`src/sv/krr_pkg.sv`:
```
// Shared types and constants for the k-th remaining removal block.
// Used by krr_ctrl, krr_dp and the kth_remaining_removal top level.
package krr_pkg;

  localparam int CAPACITY    = 4096;
  localparam int VALUE_WIDTH = 64;

  // Fixed field widths of the ports
  localparam int VALUE_OUT_W = 64;
  localparam int RANK_W      = 13;
  localparam int POSITION_W  = 12;
  localparam int STATUS_W    = 2;

  // Count tree geometry: leaf count is the next power of two, node 1 is the root
  localparam int LEVELS     = $clog2(CAPACITY);
  localparam int LEAF_BASE  = 1 << LEVELS;
  localparam int TREE_DEPTH = 2 * LEAF_BASE;
  localparam int NODE_W     = LEVELS + 1;
  localparam int POS_W      = LEVELS;
  localparam int CNT_W      = LEVELS + 1;
  localparam int LVL_W      = $clog2(LEVELS + 2);
  localparam int CMP_W      = (RANK_W > CNT_W) ? RANK_W : CNT_W;

  typedef enum logic [STATUS_W-1:0] {
    ST_OK       = 2'd0,
    ST_BAD_RANK = 2'd1,
    ST_FULL     = 2'd2
  } status_e;

  typedef enum logic {
    KIND_LOAD   = 1'b0,
    KIND_REMOVE = 1'b1
  } kind_e;

  // Controller -> datapath
  typedef struct packed {
    logic    capture;
    logic    load_begin;
    logic    desc_begin;
    logic    desc_rd;
    logic    desc_step;
    logic    upd_step;
    logic    finish;
    status_e status;
  } ctl_cmd_t;

  // Datapath -> controller
  typedef struct packed {
    logic is_remove;
    logic full;
    logic bad_rank;
    logic desc_last;
    logic upd_done;
  } dp_sts_t;

endpackage

```
`src/sv/krr_ctrl.sv`:
```
// Sequencer for load, tree descent and count update of the removal block.
// Depends on krr_pkg.
module krr_ctrl (
  input  logic              clk_i,
  input  logic              rst_ni,
  input  logic              start_i,
  output logic              busy_o,
  output krr_pkg::ctl_cmd_t cmd_o,
  input  krr_pkg::dp_sts_t  sts_i
);

  typedef enum logic [4:0] {
    S_IDLE     = 5'b00001,
    S_CHECK    = 5'b00010,
    S_DESC_RD  = 5'b00100,
    S_DESC_CMP = 5'b01000,
    S_UPD      = 5'b10000
  } state_e;

  state_e state_q, state_d;

  always_comb begin
    state_d = state_q;
    cmd_o   = '0;
    cmd_o.status = krr_pkg::ST_OK;
    case (state_q)
      S_IDLE: begin
        if (start_i) begin
          cmd_o.capture = 1'b1;
          state_d = S_CHECK;
        end
      end
      S_CHECK: begin
        if (!sts_i.is_remove) begin
          if (sts_i.full) begin
            cmd_o.finish = 1'b1;
            cmd_o.status = krr_pkg::ST_FULL;
            state_d = S_IDLE;
          end else begin
            cmd_o.load_begin = 1'b1;
            state_d = S_UPD;
          end
        end else if (sts_i.bad_rank) begin
          cmd_o.finish = 1'b1;
          cmd_o.status = krr_pkg::ST_BAD_RANK;
          state_d = S_IDLE;
        end else begin
          cmd_o.desc_begin = 1'b1;
          state_d = S_DESC_RD;
        end
      end
      S_DESC_RD: begin
        cmd_o.desc_rd = 1'b1;
        state_d = S_DESC_CMP;
      end
      S_DESC_CMP: begin
        cmd_o.desc_step = 1'b1;
        state_d = sts_i.desc_last ? S_UPD : S_DESC_RD;
      end
      S_UPD: begin
        cmd_o.upd_step = 1'b1;
        if (sts_i.upd_done) begin
          cmd_o.finish = 1'b1;
          state_d = S_IDLE;
        end
      end
      default: begin
        state_d = S_IDLE;
      end
    endcase
  end

  always_ff @(posedge clk_i or negedge rst_ni) begin
    if (!rst_ni) begin
      state_q <= S_IDLE;
    end else begin
      state_q <= state_d;
    end
  end

  assign busy_o = (state_q != S_IDLE);

  a_state_onehot: assert property (@(posedge clk_i) disable iff (!rst_ni)
    $onehot(state_q))
    else $error("state register not one-hot");

  // a compare step always follows its read
  a_cmp_after_rd: assert property (@(posedge clk_i) disable iff (!rst_ni)
    state_q == S_DESC_CMP |-> $past(state_q) == S_DESC_RD)
    else $error("descent compare without preceding read");

  // the tree walk is only entered from check or descent
  a_upd_entry: assert property (@(posedge clk_i) disable iff (!rst_ni)
    $rose(state_q == S_UPD) |-> $past(state_q) == S_CHECK || $past(state_q) == S_DESC_CMP)
    else $error("update entered from wrong state");

endmodule

```
`config.mk`:
```
export PLATFORM = sky130hd
export DESIGN_NAME = krr_ctrl
export DESIGN_NICKNAME = d
export VERILOG_FILES = /design/src/sv/krr_pkg.sv /design/src/sv/krr_ctrl.sv
export SDC_FILE = /design/constraint.sdc
export NUM_CORES = 1
export LEC_CHECK = 0
export BUFFER_PORTS_ARGS = -buffer_cell sky130_fd_sc_hd__buf_2
export CORE_AREA = 2 2 39 41
export CTS_CLUSTER_DIAMETER = 30
export DETAILED_ROUTE_END_ITERATION = 10
export DIE_AREA = 0 0 41 43
export GPL_TIMING_DRIVEN = 0
export PLACE_DENSITY = 0.58
export SLEW_MARGIN = 20
export SYNTH_ARGS = -nofsm -noshare
export SYNTH_HDL_FRONTEND = slang
export SYNTH_SLANG_ARGS = --single-unit
```
`constraint.sdc`:
```
create_clock -name clk_i -period 1.4 [get_ports clk_i]
set_clock_uncertainty 0.15 [all_clocks]
set_input_delay 0.14 -clock clk_i [delete_from_list [all_inputs] [get_ports clk_i]]
set_output_delay 0.14 -clock clk_i [all_outputs]
set_load 0.1 [all_outputs]
```
==> impl_metrics.yaml <==
synth:
  synth.avg_cell_area_um2: 8.79
  synthesis.nets: 46
  ys_top_cells_by_area: "dfrtp_1, and4bb_2, nor2_1, dfstp_2, and3_1"
  synth_mux_area_share_pct: 3.00
  synth_top_area_share_pct: 30.0
  ys_types: 22
  synth_compound_area_share_pct: 17.2
  synth_fa_ha_area_share_pct: 0
  synth-edff-count: 0
  synth_xor_area_share_pct: 2.62
  syn_inst: 38
  ys_seq_elements: 5
  synth_warnings: 0
  netlist_area_um2: 334
  synth_top_area_cell: "dfrtp_1"
  seq_area_frac_synth_pct: 37.8
  synth_top_family_by_area: "simple AND/OR/NAND/NOR gates"
  yosys.area_share.simple_pct: 36.0
  synth_flop_cell: "dfrtp_1"
  async_reset_ff_share_pct: 100
cells_and_area:
  multi_input_area_um2: 309
  reg.largest.list: "state_q: 5 flops"
  largest_reg_flops: 5
  postLayoutCoreUtil_pct: 59.8
  layout_common_cells: "buf_12, buf_4, buf_2"
  n_antenna_cell: 0
  fill_cells: 111
  stdcell_count: 87
  regArea_um2: 131
  largest_register: "state_q"
  fin_area_um2: 827
  areaGrowthSynthToFinish_pct: 148
  drive_gt1_share_pct: 77.5
  finalNetCount: 80
global_routing:
  grt_pass1_wl_um: 1700
  grtUsageTotal_pct: 14.5
  overflow: 0
  grt_start_max_net_pins: 8
  antenna_found_initial: 0
  first_global_vias: 418
sta:
  final.period_utilization_pct: 127
  tightest_slew_ns: 0.277
  fmax_mhz: 564
  setup_violations: 13
  fin_ws_ns: -0.372
  final-hold-violation-count: 0
  fin_crit_ns: 1.77
  rsz0062_at_grt: "true"
  drv_slew: 0
  timing.slew.headroom_pct: 81.7
clock_network:
  numCtsBuffers: 3
  clk_path_buf_depth: 2
  clock_latency_ns: 0.24
  root_buffer: "clkbuf_4"
  cts.clk_slew.worst_paths_ns: 0.04
  cts_num_sinks: 5
  cts_tree: "done"
  htreeDepth: 1
floorplan:
  die_h_um: 43
  rows: 14
  pin_count: 18
  die-area_mm2: 0.00176
  initial_utilization_pct: 24.1
  dieWidth_um: 41
  core_mm2: 0.00138
detailed_routing:
  drt-wirelength-per-cell_um: 12.5
  wl_um: 1080
  drtPass1Iterations: 4
  ant_nets: 0
  viasPerCell: 4.86
  drt_iter0_drc: 6
  drcViolationCount: 0
  num_vias: 423
setup_path:
  critPathKind: "reg -> out"
  crit_family: "buffers and inverters"
  start_kind: "flop"
  worstPathMaxFanout: 4
  crit_required_ns: 1.11
  crit_path_top_delay_cell: "dfrtp_2"
  worstPathCellList: "nor2_4, buf_4, buf_6, nand3_4, clkinvlp_4, a21o_4, buf_12"
  max_stage_delay_ns: 0.42
  crit_arrival_ns: 1.48
  crit_path_end_kind: "output port"
  critPathBufInv: 4
placement:
  post_dp_cell_area_um2: 526
  dp_hpwl_um: 651
  dp_cells: 71
  port_buffers: 17
  routabilityCongestion: 0.684
min_path:
  hold_class: "in -> reg"
run_status:
  violations: "setup timing"
  status: "finished, violations left"
run:
  drv_cap: 0
power:
  p_per_area_mw_per_mm2: 1500
  peakVddDrop_mv: 1.75
  p_leak_nw: 0.354
-- layout make-up --
type	count	area share (%)
clock buffers	4	3.18
inverters	3	1.82
multi-input cells	30	37.4
flip-flops and latches	5	15.9
well taps	16	2.42
repair buffers	29	39.3
-- cells in the mapped netlist (2+ instances only) --
cell	instances
nand3_1	2
dfrtp_1	4
inv_1	3
and4bb_2	3
and3_1	2
nor2_1	8
-- through the flow --
step                total power [mW]  TNS [ns]  setup slack [ns]  hold WS [ns]
finish                          1.24     -3.55            -0.372        0.0210
global route                    1.31     -4.32            -0.458        0.0132
detailed placement             0.878     -2.86            -0.431        -0.191
CTS                             1.24     -3.27            -0.396        0.0116
floorplan                      0.788     -3.16            -0.519        -0.306
global placement               0.878     -2.80            -0.424        -0.195
-- per-layer routing --
| metal | vias to the layer above | track usage (%) | part of all wire, % | wire, um |
|---|---|---|---|---|
| met5 | - | 0 | 0 | 0 |
| met4 | 0 | 6.00 | 1.6 | 17 |
| met2 | 11 | 23.1 | 53 | 577 |
| li1 | 202 | - | - | - |
| met1 | 207 | 17.8 | 42 | 459 |
| met3 | 3 | 3.14 | 2.7 | 29 |
-- worst paths after layout --
kind	start	endpoint	slack, ns	cells after the start
worst max-delay path	state_q[3]	cmd_o[2]	-0.37	7
worst min-delay path	sts_i[2]	state_q[2]	0.02	2
min in group asynchronous	rst_ni	state_q[3]	0.10	2
max in group asynchronous	rst_ni	state_q[0]	0.79	2
worst min register to register	state_q[0]	state_q[1]	0.57	3
worst max register to register	state_q[3]	state_q[0]	-0.15	6
-- report_power, final --
| group | leakage [nW] | total (mW) | switching [mW] | internal, mW |
|---|---|---|---|---|
| clock network | 0.0150 | 0.167 | 0.0593 | 0.108 |
| logic | 0.280 | 0.831 | 0.519 | 0.312 |
| registers | 0.0589 | 0.246 | 0.0569 | 0.190 |
-- what timing repair did --
action | in CTS | in global routing
endpoints found under the hold margin | 6 | 0
setup endpoints to repair | 12 | 13
pin swaps | 10 | 9
setup buffers | 16 | 6
gates resized for setup | 45 | 6
hold buffers | 2 | 0
-- logic make-up (layout without fill, tap and decap cells) --
group / Yosys count / count (layout)
compound gates: 8 / 8
xor+xnor: 1 / 1
buf+inv: 3 / 36
flops: 5 / 5
mux: 1 / 1
simple gates: 20 / 20
Note: power is estimated with default switching activity, not from simulation.
